<file path="src/sv/blpw_pkg.sv">
// Shared types and constants for the Bresenham line pixel writer.
package blpw_pkg;

   localparam int COORD_BITS_DEF = 12;
   localparam int COLOR_BITS_DEF = 16;
   localparam int ADDR_BITS      = 32;
   localparam int PITCH_BITS     = 16;
   localparam int CSR_ADDR_BITS  = 4;
   localparam int CSR_DATA_BITS  = 32;
   localparam int QUEUE_DEPTH    = 4;

   typedef enum logic {
      KIND_START = 1'b0,
      KIND_TICK  = 1'b1
   } req_kind_type;

   typedef enum logic [1:0] {
      REG_FRAME_BASE    = 2'd0,
      REG_ROW_PITCH     = 2'd1,
      REG_SCREEN_HEIGHT = 2'd2,
      REG_BUFFER_SELECT = 2'd3
   } csr_reg_type;

   typedef struct packed {
      logic valid;
      logic last;
   } pix_ctl_type;

endpackage

</file>
<file path="src/sv/bresenham_line_pixel_writer.sv">
// Top level of the Bresenham line pixel writer: register port, queue, engine, address pipe.
// Takes one request word per clock while the queue has room, and returns at most one pixel
// write per request. A start word emits the line's first pixel, each tick word while a line
// is active emits the next one, and the endpoint pixel carries tlast. The sustained rate
// is one word per clock while the response side accepts, set by the Bresenham step in the
// line engine. A four-word queue sits in front of the engine so the request side keeps
// flowing while the response side stalls, until the queue fills. Registers take effect for
// pixels emitted after the write; write them only while no line is in flight.
module bresenham_line_pixel_writer import blpw_pkg::*; #(
   parameter int COORD_BITS = COORD_BITS_DEF,
   parameter int COLOR_BITS = COLOR_BITS_DEF,
   localparam int REQ_DATA_BITS = ((4 * COORD_BITS + COLOR_BITS + 7) / 8) * 8,
   localparam int RSP_DATA_BITS = ((ADDR_BITS + COLOR_BITS + 2 * COORD_BITS + 7) / 8) * 8
) (
   input  logic                     clock,
   input  logic                     reset,
   input  logic                     req_tvalid,
   output logic                     req_tready,
   // x_start, y_start, x_end, y_end, color
   input  logic [REQ_DATA_BITS-1:0] req_tdata,
   // req_type
   input  logic                     req_tuser,
   output logic                     rsp_tvalid,
   input  logic                     rsp_tready,
   // pixel_address, pixel_color, pixel_x, pixel_y
   output logic [RSP_DATA_BITS-1:0] rsp_tdata,
   output logic                     rsp_tlast,
   input  logic                     csr_psel,
   input  logic                     csr_penable,
   input  logic                     csr_pwrite,
   input  logic [CSR_ADDR_BITS-1:0] csr_paddr,
   input  logic [CSR_DATA_BITS-1:0] csr_pwdata,
   output logic [CSR_DATA_BITS-1:0] csr_prdata,
   output logic                     csr_pready
);

   logic [ADDR_BITS-1:0]  frame_base_ff;
   logic [PITCH_BITS-1:0] row_pitch_ff;
   logic [COORD_BITS-1:0] screen_height_ff;
   logic                  buffer_select_ff;
   logic                  csr_write;
   csr_reg_type           csr_reg;

   logic                  push, advance, q_valid, q_pop;
   req_kind_type          q_kind;
   logic [COORD_BITS-1:0] q_x0, q_y0, q_x1, q_y1;
   logic [COLOR_BITS-1:0] q_color;
   pix_ctl_type           pix_ctl;
   logic [COORD_BITS-1:0] pix_x, pix_y;
   logic [COLOR_BITS-1:0] pix_color;
   logic [ADDR_BITS-1:0]  out_address;
   logic [COLOR_BITS-1:0] out_color;
   logic [COORD_BITS-1:0] out_x, out_y;

   assign csr_pready = 1'b1;
   assign csr_write  = csr_psel && csr_penable && csr_pwrite && csr_pready;
   assign csr_reg    = csr_reg_type'(csr_paddr[3:2]);

   always_ff @(posedge clock) begin
      if (reset) begin
         frame_base_ff    <= '0;
         row_pitch_ff     <= '0;
         screen_height_ff <= '0;
         buffer_select_ff <= 1'b0;
      end else if (csr_write) begin
         case (csr_reg)
            REG_FRAME_BASE:    frame_base_ff    <= csr_pwdata[ADDR_BITS-1:0];
            REG_ROW_PITCH:     row_pitch_ff     <= csr_pwdata[PITCH_BITS-1:0];
            REG_SCREEN_HEIGHT: screen_height_ff <= csr_pwdata[COORD_BITS-1:0];
            REG_BUFFER_SELECT: buffer_select_ff <= csr_pwdata[0];
            default: ;
         endcase
      end
   end

   always_comb begin
      case (csr_reg)
         REG_FRAME_BASE:    csr_prdata = CSR_DATA_BITS'(frame_base_ff);
         REG_ROW_PITCH:     csr_prdata = CSR_DATA_BITS'(row_pitch_ff);
         REG_SCREEN_HEIGHT: csr_prdata = CSR_DATA_BITS'(screen_height_ff);
         REG_BUFFER_SELECT: csr_prdata = CSR_DATA_BITS'(buffer_select_ff);
         default:           csr_prdata = '0;
      endcase
   end

   assign push = req_tvalid && req_tready;

   blpw_front #(
      .COORD_BITS(COORD_BITS),
      .COLOR_BITS(COLOR_BITS)
   ) u_front (
      .clock      (clock),
      .reset      (reset),
      .push       (push),
      .push_type  (req_tuser),
      .push_x0    (req_tdata[0 +: COORD_BITS]),
      .push_y0    (req_tdata[COORD_BITS +: COORD_BITS]),
      .push_x1    (req_tdata[2 * COORD_BITS +: COORD_BITS]),
      .push_y1    (req_tdata[3 * COORD_BITS +: COORD_BITS]),
      .push_color (req_tdata[4 * COORD_BITS +: COLOR_BITS]),
      .can_push   (req_tready),
      .pop        (q_pop),
      .q_valid    (q_valid),
      .q_kind     (q_kind),
      .q_x0       (q_x0),
      .q_y0       (q_y0),
      .q_x1       (q_x1),
      .q_y1       (q_y1),
      .q_color    (q_color)
   );

   blpw_engine #(
      .COORD_BITS(COORD_BITS),
      .COLOR_BITS(COLOR_BITS)
   ) u_engine (
      .clock     (clock),
      .reset     (reset),
      .advance   (advance),
      .q_valid   (q_valid),
      .q_kind    (q_kind),
      .q_x0      (q_x0),
      .q_y0      (q_y0),
      .q_x1      (q_x1),
      .q_y1      (q_y1),
      .q_color   (q_color),
      .q_pop     (q_pop),
      .pix_ctl   (pix_ctl),
      .pix_x     (pix_x),
      .pix_y     (pix_y),
      .pix_color (pix_color)
   );

   blpw_addr #(
      .COORD_BITS(COORD_BITS),
      .COLOR_BITS(COLOR_BITS)
   ) u_addr (
      .clock         (clock),
      .reset         (reset),
      .pix_ctl       (pix_ctl),
      .pix_x         (pix_x),
      .pix_y         (pix_y),
      .pix_color     (pix_color),
      .frame_base    (frame_base_ff),
      .row_pitch     (row_pitch_ff),
      .screen_height (screen_height_ff),
      .buffer_select (buffer_select_ff),
      .advance       (advance),
      .out_valid     (rsp_tvalid),
      .out_ready     (rsp_tready),
      .out_address   (out_address),
      .out_color     (out_color),
      .out_x         (out_x),
      .out_y         (out_y),
      .out_last      (rsp_tlast)
   );

   always_comb begin
      rsp_tdata = '0;
      rsp_tdata[0 +: ADDR_BITS] = out_address;
      rsp_tdata[ADDR_BITS +: COLOR_BITS] = out_color;
      rsp_tdata[ADDR_BITS + COLOR_BITS +: COORD_BITS] = out_x;
      rsp_tdata[ADDR_BITS + COLOR_BITS + COORD_BITS +: COORD_BITS] = out_y;
   end

endmodule

</file>
<file path="src/sv/blpw_front.sv">
// Input front end: decode the request kind and queue words for the line engine.
module blpw_front import blpw_pkg::*; #(
   parameter int COORD_BITS = COORD_BITS_DEF,
   parameter int COLOR_BITS = COLOR_BITS_DEF
) (
   input  logic                  clock,
   input  logic                  reset,
   input  logic                  push,
   input  logic                  push_type,
   input  logic [COORD_BITS-1:0] push_x0,
   input  logic [COORD_BITS-1:0] push_y0,
   input  logic [COORD_BITS-1:0] push_x1,
   input  logic [COORD_BITS-1:0] push_y1,
   input  logic [COLOR_BITS-1:0] push_color,
   output logic                  can_push,
   input  logic                  pop,
   output logic                  q_valid,
   output req_kind_type          q_kind,
   output logic [COORD_BITS-1:0] q_x0,
   output logic [COORD_BITS-1:0] q_y0,
   output logic [COORD_BITS-1:0] q_x1,
   output logic [COORD_BITS-1:0] q_y1,
   output logic [COLOR_BITS-1:0] q_color
);

   localparam int PTR_BITS = $clog2(QUEUE_DEPTH);
   localparam int CNT_BITS = $clog2(QUEUE_DEPTH + 1);
   localparam int ITEM_BITS = 1 + 4 * COORD_BITS + COLOR_BITS;

   logic [ITEM_BITS-1:0] mem_ff [QUEUE_DEPTH];
   logic [PTR_BITS-1:0]  wr_ptr_ff, wr_ptr_in;
   logic [PTR_BITS-1:0]  rd_ptr_ff, rd_ptr_in;
   logic [CNT_BITS-1:0]  count_ff, count_in;
   logic [ITEM_BITS-1:0] head;
   req_kind_type         push_kind;

   assign push_kind = (push_type == 1'b1) ? KIND_TICK : KIND_START;
   assign can_push  = (count_ff != CNT_BITS'(QUEUE_DEPTH));
   assign q_valid   = (count_ff != '0);
   assign head      = mem_ff[rd_ptr_ff];

   assign q_kind  = (head[0] == 1'b1) ? KIND_TICK : KIND_START;
   assign q_x0    = head[1 +: COORD_BITS];
   assign q_y0    = head[1 + COORD_BITS +: COORD_BITS];
   assign q_x1    = head[1 + 2 * COORD_BITS +: COORD_BITS];
   assign q_y1    = head[1 + 3 * COORD_BITS +: COORD_BITS];
   assign q_color = head[1 + 4 * COORD_BITS +: COLOR_BITS];

   always_comb begin
      wr_ptr_in = push ? wr_ptr_ff + 1'b1 : wr_ptr_ff;
      rd_ptr_in = pop ? rd_ptr_ff + 1'b1 : rd_ptr_ff;
      count_in  = count_ff;
      if (push && !pop) begin
         count_in = count_ff + 1'b1;
      end else if (!push && pop) begin
         count_in = count_ff - 1'b1;
      end
   end

   always_ff @(posedge clock) begin
      if (push) begin
         mem_ff[wr_ptr_ff] <= {push_color, push_y1, push_x1, push_y0, push_x0, push_kind};
      end
   end

   always_ff @(posedge clock) begin
      if (reset) begin
         wr_ptr_ff <= '0;
         rd_ptr_ff <= '0;
         count_ff  <= '0;
      end else begin
         wr_ptr_ff <= wr_ptr_in;
         rd_ptr_ff <= rd_ptr_in;
         count_ff  <= count_in;
      end
   end

   assert property (@(posedge clock) disable iff (reset)
      count_ff <= CNT_BITS'(QUEUE_DEPTH))
      else $error("queue count past depth");
   assert property (@(posedge clock) disable iff (reset)
      pop |-> count_ff != '0)
      else $error("pop from empty queue");
   assert property (@(posedge clock) disable iff (reset)
      push && !pop |=> count_ff == $past(count_ff) + 1'b1)
      else $error("queue count did not advance on push");

endmodule

</file>
<file path="src/sv/blpw_engine.sv">
// Line engine: Bresenham setup on start words and one step per tick word while a line is active.
module blpw_engine import blpw_pkg::*; #(
   parameter int COORD_BITS = COORD_BITS_DEF,
   parameter int COLOR_BITS = COLOR_BITS_DEF
) (
   input  logic                  clock,
   input  logic                  reset,
   input  logic                  advance,
   input  logic                  q_valid,
   input  req_kind_type          q_kind,
   input  logic [COORD_BITS-1:0] q_x0,
   input  logic [COORD_BITS-1:0] q_y0,
   input  logic [COORD_BITS-1:0] q_x1,
   input  logic [COORD_BITS-1:0] q_y1,
   input  logic [COLOR_BITS-1:0] q_color,
   output logic                  q_pop,
   output pix_ctl_type           pix_ctl,
   output logic [COORD_BITS-1:0] pix_x,
   output logic [COORD_BITS-1:0] pix_y,
   output logic [COLOR_BITS-1:0] pix_color
);

   localparam int ERR_BITS = COORD_BITS + 2;

   logic [COORD_BITS-1:0]      cur_x_ff, cur_x_in, cur_y_ff, cur_y_in;
   logic [COORD_BITS-1:0]      tgt_x_ff, tgt_x_in, tgt_y_ff, tgt_y_in;
   logic [COORD_BITS-1:0]      span_x_ff, span_x_in, span_y_ff, span_y_in;
   logic                       x_neg_ff, x_neg_in, y_neg_ff, y_neg_in;
   logic signed [ERR_BITS-1:0] err_ff, err_in;
   logic [COLOR_BITS-1:0]      color_ff, color_in;
   logic                       busy_ff, busy_in;
   pix_ctl_type                pix_ctl_ff, pix_ctl_in;
   logic [COORD_BITS-1:0]      pix_x_ff, pix_y_ff;
   logic [COLOR_BITS-1:0]      pix_color_ff;

   logic                       x_lt, y_lt, step_x, step_y;
   logic [COORD_BITS-1:0]      sx_new, sy_new;
   logic signed [ERR_BITS-1:0] sx_s, sy_s, half_x, half_y;

   assign q_pop = advance && q_valid;

   always_comb begin
      x_lt   = q_x0 < q_x1;
      y_lt   = q_y0 < q_y1;
      sx_new = x_lt ? q_x1 - q_x0 : q_x0 - q_x1;
      sy_new = y_lt ? q_y1 - q_y0 : q_y0 - q_y1;
      half_x = signed'({2'b00, sx_new >> 1});
      half_y = signed'({2'b00, sy_new >> 1});
      sx_s   = signed'({2'b00, span_x_ff});
      sy_s   = signed'({2'b00, span_y_ff});
      step_x = err_ff > -sx_s;
      step_y = err_ff < sy_s;

      cur_x_in   = cur_x_ff;
      cur_y_in   = cur_y_ff;
      tgt_x_in   = tgt_x_ff;
      tgt_y_in   = tgt_y_ff;
      span_x_in  = span_x_ff;
      span_y_in  = span_y_ff;
      x_neg_in   = x_neg_ff;
      y_neg_in   = y_neg_ff;
      err_in     = err_ff;
      color_in   = color_ff;
      busy_in    = busy_ff;
      pix_ctl_in = '0;

      if (q_pop && q_kind == KIND_START) begin
         cur_x_in  = q_x0;
         cur_y_in  = q_y0;
         tgt_x_in  = q_x1;
         tgt_y_in  = q_y1;
         span_x_in = sx_new;
         span_y_in = sy_new;
         x_neg_in  = !x_lt;
         y_neg_in  = !y_lt;
         err_in    = (sx_new > sy_new) ? half_x : -half_y;
         color_in  = q_color;
         pix_ctl_in.valid = 1'b1;
      end else if (q_pop && busy_ff) begin
         err_in = err_ff - (step_x ? sy_s : '0) + (step_y ? sx_s : '0);
         if (step_x) begin
            cur_x_in = x_neg_ff ? cur_x_ff - 1'b1 : cur_x_ff + 1'b1;
         end
         if (step_y) begin
            cur_y_in = y_neg_ff ? cur_y_ff - 1'b1 : cur_y_ff + 1'b1;
         end
         pix_ctl_in.valid = 1'b1;
      end

      if (pix_ctl_in.valid) begin
         pix_ctl_in.last = (cur_x_in == tgt_x_in) && (cur_y_in == tgt_y_in);
         busy_in         = !pix_ctl_in.last;
      end
   end

   always_ff @(posedge clock) begin
      if (reset) begin
         cur_x_ff   <= '0;
         cur_y_ff   <= '0;
         tgt_x_ff   <= '0;
         tgt_y_ff   <= '0;
         span_x_ff  <= '0;
         span_y_ff  <= '0;
         x_neg_ff   <= 1'b0;
         y_neg_ff   <= 1'b0;
         err_ff     <= '0;
         color_ff   <= '0;
         busy_ff    <= 1'b0;
         pix_ctl_ff <= '0;
      end else if (advance) begin
         cur_x_ff   <= cur_x_in;
         cur_y_ff   <= cur_y_in;
         tgt_x_ff   <= tgt_x_in;
         tgt_y_ff   <= tgt_y_in;
         span_x_ff  <= span_x_in;
         span_y_ff  <= span_y_in;
         x_neg_ff   <= x_neg_in;
         y_neg_ff   <= y_neg_in;
         err_ff     <= err_in;
         color_ff   <= color_in;
         busy_ff    <= busy_in;
         pix_ctl_ff <= pix_ctl_in;
      end
   end

   always_ff @(posedge clock) begin
      if (advance) begin
         pix_x_ff     <= cur_x_in;
         pix_y_ff     <= cur_y_in;
         pix_color_ff <= color_in;
      end
   end

   assign pix_ctl   = pix_ctl_ff;
   assign pix_x     = pix_x_ff;
   assign pix_y     = pix_y_ff;
   assign pix_color = pix_color_ff;

   assert property (@(posedge clock) disable iff (reset)
      q_pop && q_kind == KIND_START |=> pix_ctl_ff.valid)
      else $error("start word produced no pixel");
   assert property (@(posedge clock) disable iff (reset)
      q_pop && q_kind == KIND_TICK && !busy_ff |=> !pix_ctl_ff.valid)
      else $error("idle tick produced a pixel");
   assert property (@(posedge clock) disable iff (reset)
      pix_ctl_ff.valid |-> busy_ff == !pix_ctl_ff.last)
      else $error("busy flag disagrees with last pixel");

endmodule

</file>
<file path="src/sv/blpw_addr.sv">
// Address pipeline: row times pitch, then base and column offset into the output register.
module blpw_addr import blpw_pkg::*; #(
   parameter int COORD_BITS = COORD_BITS_DEF,
   parameter int COLOR_BITS = COLOR_BITS_DEF
) (
   input  logic                  clock,
   input  logic                  reset,
   input  pix_ctl_type           pix_ctl,
   input  logic [COORD_BITS-1:0] pix_x,
   input  logic [COORD_BITS-1:0] pix_y,
   input  logic [COLOR_BITS-1:0] pix_color,
   input  logic [ADDR_BITS-1:0]  frame_base,
   input  logic [PITCH_BITS-1:0] row_pitch,
   input  logic [COORD_BITS-1:0] screen_height,
   input  logic                  buffer_select,
   output logic                  advance,
   output logic                  out_valid,
   input  logic                  out_ready,
   output logic [ADDR_BITS-1:0]  out_address,
   output logic [COLOR_BITS-1:0] out_color,
   output logic [COORD_BITS-1:0] out_x,
   output logic [COORD_BITS-1:0] out_y,
   output logic                  out_last
);

   localparam int ROW_BITS  = COORD_BITS + 1;
   localparam int PROD_BITS = ROW_BITS + PITCH_BITS;

   logic [ROW_BITS-1:0]   row;
   logic [PROD_BITS-1:0]  prod_in;
   pix_ctl_type           s2_ctl_ff;
   logic [PROD_BITS-1:0]  s2_prod_ff;
   logic [COORD_BITS-1:0] s2_x_ff, s2_y_ff;
   logic [COLOR_BITS-1:0] s2_color_ff;
   logic [ADDR_BITS-1:0]  addr_in;
   logic                  out_valid_ff;
   logic [ADDR_BITS-1:0]  out_address_ff;
   logic [COLOR_BITS-1:0] out_color_ff;
   logic [COORD_BITS-1:0] out_x_ff, out_y_ff;
   logic                  out_last_ff;

   assign advance = !out_valid_ff || out_ready;

   always_comb begin
      row     = ROW_BITS'(pix_y) + (buffer_select ? ROW_BITS'(screen_height) : '0);
      prod_in = PROD_BITS'(row) * PROD_BITS'(row_pitch);
      addr_in = frame_base + ADDR_BITS'(s2_prod_ff)
              + (ADDR_BITS'(s2_x_ff) << 1);
   end

   always_ff @(posedge clock) begin
      if (reset) begin
         s2_ctl_ff    <= '0;
         out_valid_ff <= 1'b0;
      end else if (advance) begin
         s2_ctl_ff    <= pix_ctl;
         out_valid_ff <= s2_ctl_ff.valid;
      end
   end

   always_ff @(posedge clock) begin
      if (advance) begin
         s2_prod_ff     <= prod_in;
         s2_x_ff        <= pix_x;
         s2_y_ff        <= pix_y;
         s2_color_ff    <= pix_color;
         out_address_ff <= addr_in;
         out_color_ff   <= s2_color_ff;
         out_x_ff       <= s2_x_ff;
         out_y_ff       <= s2_y_ff;
         out_last_ff    <= s2_ctl_ff.last;
      end
   end

   assign out_valid   = out_valid_ff;
   assign out_address = out_address_ff;
   assign out_color   = out_color_ff;
   assign out_x       = out_x_ff;
   assign out_y       = out_y_ff;
   assign out_last    = out_last_ff;

   assert property (@(posedge clock) disable iff (reset)
      advance && s2_ctl_ff.valid |=> out_valid_ff)
      else $error("pixel lost between product and output stage");
   assert property (@(posedge clock) disable iff (reset)
      !advance |=> $stable(s2_ctl_ff) && $stable(s2_prod_ff))
      else $error("product stage moved during stall");
   assert property (@(posedge clock) disable iff (reset)
      advance && !s2_ctl_ff.valid |=> !out_valid_ff)
      else $error("output word without a source pixel");

endmodule

</file>
<file path="config.mk">
export PLATFORM = sky130hd
export DESIGN_NAME = bresenham_line_pixel_writer
export DESIGN_NICKNAME = d
export VERILOG_FILES = /design/src/sv/blpw_pkg.sv /design/src/sv/bresenham_line_pixel_writer.sv /design/src/sv/blpw_front.sv /design/src/sv/blpw_engine.sv /design/src/sv/blpw_addr.sv
export SDC_FILE = /design/constraint.sdc
export NUM_CORES = 2
export LEC_CHECK = 0
export ABC_AREA = 1
export BUFFER_PORTS_ARGS = -buffer_cell sky130_fd_sc_hd__buf_2
export CAP_MARGIN = 20
export CORE_AREA = 2 2 394 396
export CTS_BUF_LIST = sky130_fd_sc_hd__clkbuf_4
export DETAILED_ROUTE_END_ITERATION = 12
export DIE_AREA = 0 0 396 398
export PLACE_DENSITY_LB_ADDON = 0.2
export SLEW_MARGIN = 20
export SYNTH_ARGS = -nofsm -noshare
export SYNTH_HDL_FRONTEND = slang
export SYNTH_SLANG_ARGS = --single-unit
</file>
<file path="constraint.sdc">
create_clock -name clock -period 9.1 [get_ports clock]
set_input_delay 0.455 -clock clock [delete_from_list [all_inputs] [get_ports clock]]
set_output_delay 0.455 -clock clock [all_outputs]
set_load 0.005 [all_outputs]
</file>
==> parameters.txt <==
Parameter                              Value

STA
  Maximum clock frequency ... 127 MHz
  Final setup margin ... between 1000 and 1500 ps
  Final number of setup-violating endpoints ... 0
  Final count of hold timing violations ... 0
  Setup repair after global routing missed its margin ... false
  Post-Route Skew ... 98.3 ps
  Min Clock Period, post-route ... about 7900 ps
  TNS Setup ... 0 ps
  Pins over their slew limit ... 0
  Portion of the clock cycle consumed by the worst path in the final layout ... between 80% and 90%
  Slew margin rel. ... 29.5%
  Tightest Pin Transition ... 1060 ps

Clock tree
  CTS tree ... done
  Number of clock buffers inserted by TritonCTS ... roughly 170
  Number of sinks driven by the clock tree ... roughly 620
  Max Buffers Root-to-Sink ... 3
  CTS Root Cell ... sky130_fd_sc_hd__clkbuf_4
  Insertion delay to the later sink of the worst-skew pair ... around 1200 ps
  Clock-pin slew on the worst setup and hold paths ... about 60 ps
  Number of gates resized after cts ... 0
  Clock H-tree levels ... 4

Global routing
  First-pass GRT wire length ... 175 mm
  Global router's overall resource usage ... 14.6%
  Initial antenna violation count ... 7
  Largest net degree at the start of global routing ... around 110
  Via count of the first global-routing pass ... just under 30000
  Residual overflow from global routing ... 0

Floorplan
  Core Box Area ... 0.153 sq mm
  Number of cell rows ... 144
  Initial core utilization ... ~25%
  IO Count ... about 220
  Die Span X ... 396 um
  Vertical die dimension ... between 300 and 400 um
  Total die area ... around 0.16 sq mm

Power
  Switching Fraction ... 49.3%
  Power per unit of standard cell area ... around 360 mW/mm^2
  Int Power ... roughly 8.2 mW
  Worst-case vdd ir drop ... 0.287 mV
  Clock share of power ... around 16%
  Seq pwr share ... roughly 26%
  Combinational fraction of design power ... ~58%
  Design Power ... approximately 16 mW
  Leakage power ... approximately 21 nW
  Switching power ... around 8.0 mW

Worst setup path
  Crit end category ... flop
  Delay contributed by the slowest stage of the critical path ... around 520 ps
  Worst R2R End ... u_addr.s2_prod_ff[25]
  Cell with the largest stage delay on the worst path ... sky130_fd_sc_hd__fa_1
  Type of the setup path with the least slack ... flop to flop
  Number of cells traversed by the worst register-to-register path ... 38
  Critical path required time ... around 9900 ps
  Highest fanout seen on the critical path ... 10
  Dominant cell type by count on the critical path ... sky130_fd_sc_hd__nand2_1
  Data arrival at the endpoint of the critical path ... ~8700 ps
  Worst flop-to-flop path startpoint ... screen_height_ff[0]
  Nature of the critical path startpoint ... flop
  Worst-case register-to-register setup slack ... between 1000 and 1500 ps

Run
  Number of maximum-capacitance violations ... 0

Yosys
  Most area-consuming cells after synthesis ... sky130_fd_sc_hd__edfxtp_1 (35%), sky130_fd_sc_hd__fa_1 (9.8%), sky130_fd_sc_hd__dfxtp_1 (9.4%)
  Fraction of registers with async set or reset after synthesis ... 0%
  Main flop type after synthesis ... sky130_fd_sc_hd__edfxtp_1
  Syn Nets ... 4730
  Post-synthesis sequential element count ... just over 600
  Synthesized instance count ... ~4200
  Unique cell type count in the Yosys netlist ... between 60 and 70
  Fraction of post-synthesis cell area in the top cell type by area ... a little over a third
  Fraction of the yosys area taken by sequential cells ... between 40% and 50%
  Post-synth top area cell ... sky130_fd_sc_hd__edfxtp_1
  Number of enable flip-flop cells after synthesis ... 442
  Cell Area, Synth ... approximately 0.038 sq mm
  Number of warnings printed during yosys synthesis ... 0
  Mean instance size in the synthesized netlist ... 9.13 sq um

Final layout
  Layout cells sized above 1 ... between 10% and 20%
  Layout Nets ... between 5000 and 6000
  Total of fill cells in the finished design ... approximately 16000
  Relative area change from synthesis to final layout ... 19.1%

Drt
  Vias after detailed routing ... between 20000 and 30000
  Residual antenna-violating net count after detailed routing ... 0
  Final routed DRC violation total ... 0
  First-pass iteration count of the detailed router ... 5
  DRC violation total after the first TritonRoute iteration ... 1433
  Vias per cell ... around 4.3
  Wire length reported by the detailed router ... about 110 mm
  Routed WL per cell ... between 15 and 20 um

Hold path
  Worst Hold Depth ... 2
  Endpoint of the worst hold path ... u_front.mem_ff[3][12]
  Type of the worst min-delay path ... primary input to flop
  Hold wc startpoint ... req_tdata[11]

Placed design
  Sum of net half-perimeters after detailed placement ... between 80 and 90 mm
  Number of buffers added on ports ... 212
  Placer Congestion ... about 0.85
  Setup WS pre-CTS ... 1270 ps

Outcome
  Run status ... finished clean
==> layout make-up <==
class	instances	area, sq um	share of cell area (%)
well taps	2044	2560	5.63
multi-input cells	2768	18200	40.0
inverters	638	2410	5.30
repair buffers	427	3120	6.88
diodes	10	25.0	0.0551
flip-flops and latches	622	16900	37.2
clock inverters	44	274	0.603
clock buffers	261	1960	4.31
==> kinds of logic (layout without fill, tap and decap cells) <==
logic type               after synthesis  in the layout  share of synthesized area, %
AND/OR/NAND/NOR                     1497           1497                          16.0
buffers and inverters                788           1370                          8.16
AO/OA/AOI/OAI                        707            707                          10.5
flip-flops                           622            622                          44.3
adder cells (fa/ha/maj)              444            444                          18.2
XOR/XNOR                             119            119                          2.80
other                                  1             11                       0.00983
==> metal layers <==
| metal | share of wire, % | global-route usage [%] | vias up |
|---|---|---|---|
| met5 | 0 | 0 | - |
| met4 | 2.2 | 4.73 | 0 |
| met3 | 4.8 | 2.80 | 152 |
| met2 | 46 | 23.6 | 586 |
| met1 | 47 | 19.5 | 13900 |
| li1 | - | - | 14700 |
==> cell usage in the layout (no fill, tap or decap), types with 80 or more instances in the layout <==
cell type / n
sky130_fd_sc_hd__a21oi_1: 279
sky130_fd_sc_hd__buf_2: 211
sky130_fd_sc_hd__clkbuf_4: 261
sky130_fd_sc_hd__dfxtp_1: 179
sky130_fd_sc_hd__dlygate4sd3_1: 178
sky130_fd_sc_hd__edfxtp_1: 442
sky130_fd_sc_hd__fa_1: 187
sky130_fd_sc_hd__ha_1: 257
sky130_fd_sc_hd__inv_1: 619
sky130_fd_sc_hd__nand2_1: 878
sky130_fd_sc_hd__nand3_1: 146
sky130_fd_sc_hd__nor2_1: 375
sky130_fd_sc_hd__o21ai_0: 227
sky130_fd_sc_hd__xor2_1: 80
==> through the flow <==
step / utilization, % / cells / instance area (sq um) / hold slack (ps)
after floorplan: - / 4178 / 38100 / 400
after global placement: 27.0 / 6321 / 41400 / 403
after detailed placement: 27.0 / 6321 / 41400 / 405
after CTS: 29.6 / 6804 / 45400 / 5.38
after global routing: 29.6 / 6812 / 45400 / 78.1
final: 29.6 / 6814 / 45400 / 173
==> worst max-delay path by stage <==
stage / from / end / slack, ps / depth (start not counted)
after floorplan: buffer_select_ff / u_addr.s2_prod_ff[25] / 2450 / 38
after CTS: screen_height_ff[0] / u_addr.s2_prod_ff[25] / 1280 / 38
after detailed placement: screen_height_ff[0] / u_addr.s2_prod_ff[25] / 1270 / 38
final: screen_height_ff[0] / u_addr.s2_prod_ff[25] / 1250 / 38
after global placement: screen_height_ff[0] / u_addr.s2_prod_ff[28] / 1260 / 39
after global routing: screen_height_ff[0] / u_addr.s2_prod_ff[25] / 680 / 38
==> sequential cells by signal (all words and copies together), names as in the netlist, 3 cells and up, named ones only <==
| signal | count |
|---|---|
| frame_base_ff | 32 |
| u_engine.pix_x | 12 |
| u_engine.tgt_y_ff | 12 |
| u_addr.out_address | 32 |
| u_engine.err_ff | 14 |
| u_engine.tgt_x_ff | 12 |
| u_addr.s2_x_ff | 12 |
| u_engine.span_y_ff | 12 |
| u_addr.out_color | 16 |
| u_engine.pix_color | 16 |
| u_engine.cur_x_ff | 12 |
| u_addr.s2_prod_ff | 29 |
| u_front.mem_ff | 260 |
| row_pitch_ff | 16 |
| u_front.count_ff | 3 |
| u_addr.s2_y_ff | 12 |
| u_engine.pix_y | 12 |
| u_addr.s2_color_ff | 16 |
| u_addr.out_y | 12 |
| u_engine.color_ff | 16 |
| u_engine.span_x_ff | 12 |
| u_engine.cur_y_ff | 12 |
| u_addr.out_x | 12 |
| screen_height_ff | 12 |
==> synth_stat cells (3+ instances only) <==
cell,number
sky130_fd_sc_hd__clkinv_1,3
sky130_fd_sc_hd__a21boi_0,4
sky130_fd_sc_hd__xor2_1,80
sky130_fd_sc_hd__nand2_2,18
sky130_fd_sc_hd__nor3_1,12
sky130_fd_sc_hd__o221ai_1,4
sky130_fd_sc_hd__dfxtp_1,180
sky130_fd_sc_hd__nor2_1,379
sky130_fd_sc_hd__buf_4,6
sky130_fd_sc_hd__nor2_2,5
sky130_fd_sc_hd__nand2_4,3
sky130_fd_sc_hd__o21ai_2,3
sky130_fd_sc_hd__o21bai_1,5
sky130_fd_sc_hd__o211ai_1,20
sky130_fd_sc_hd__a221oi_1,4
sky130_fd_sc_hd__nor2_4,4
sky130_fd_sc_hd__or2_1,3
sky130_fd_sc_hd__edfxtp_1,442
sky130_fd_sc_hd__buf_6,10
sky130_fd_sc_hd__ha_1,257
sky130_fd_sc_hd__nand2_1,878
sky130_fd_sc_hd__o21ai_0,227
sky130_fd_sc_hd__fa_1,187
sky130_fd_sc_hd__a211oi_1,4
sky130_fd_sc_hd__nand4_1,13
sky130_fd_sc_hd__nor4_1,4
sky130_fd_sc_hd__a31oi_1,13
sky130_fd_sc_hd__a21o_1,11
sky130_fd_sc_hd__inv_1,621
sky130_fd_sc_hd__o2111ai_1,6
sky130_fd_sc_hd__a21oi_1,279
sky130_fd_sc_hd__nand3b_1,10
sky130_fd_sc_hd__or2_2,15
sky130_fd_sc_hd__clkbuf_1,84
sky130_fd_sc_hd__a32oi_1,44
sky130_fd_sc_hd__o22ai_1,19
sky130_fd_sc_hd__xnor2_1,37
sky130_fd_sc_hd__buf_1,6
sky130_fd_sc_hd__o21ai_1,45
sky130_fd_sc_hd__nand3_1,146
sky130_fd_sc_hd__buf_2,43
sky130_fd_sc_hd__a21oi_2,5
sky130_fd_sc_hd__o21a_1,3
sky130_fd_sc_hd__inv_2,14
==> power groups by stage <==
stage / combinational (mW) / clock [mW] / sequential [mW]
global placement: 9.44 / 0 / 4.29
detailed placement: 9.47 / 0 / 4.29
finish: 9.44 / 2.62 / 4.22
global route: 10.8 / 2.89 / 4.30
floorplan: 6.74 / 0 / 4.11
CTS: 9.58 / 2.74 / 4.24
==> critical path: cells and delay by family, from the launching register on <==
family                     cells  cell delay [ps]
xor gates and xnor gates       1              100
AOI/OAI and AO/OA             11             1780
buffers and inverters          8              700
DFF                            1              350
and+or+nand+nor               10             1230
adders and majority gates      8             3450
==> what timing repair did <==
item / CTS / global route
setup buffers: 0 / 0
endpoints found under the hold margin: 356 / 0
hold buffers: 178 / 0
No activity file was read; power rests on OpenSTA's default activity.
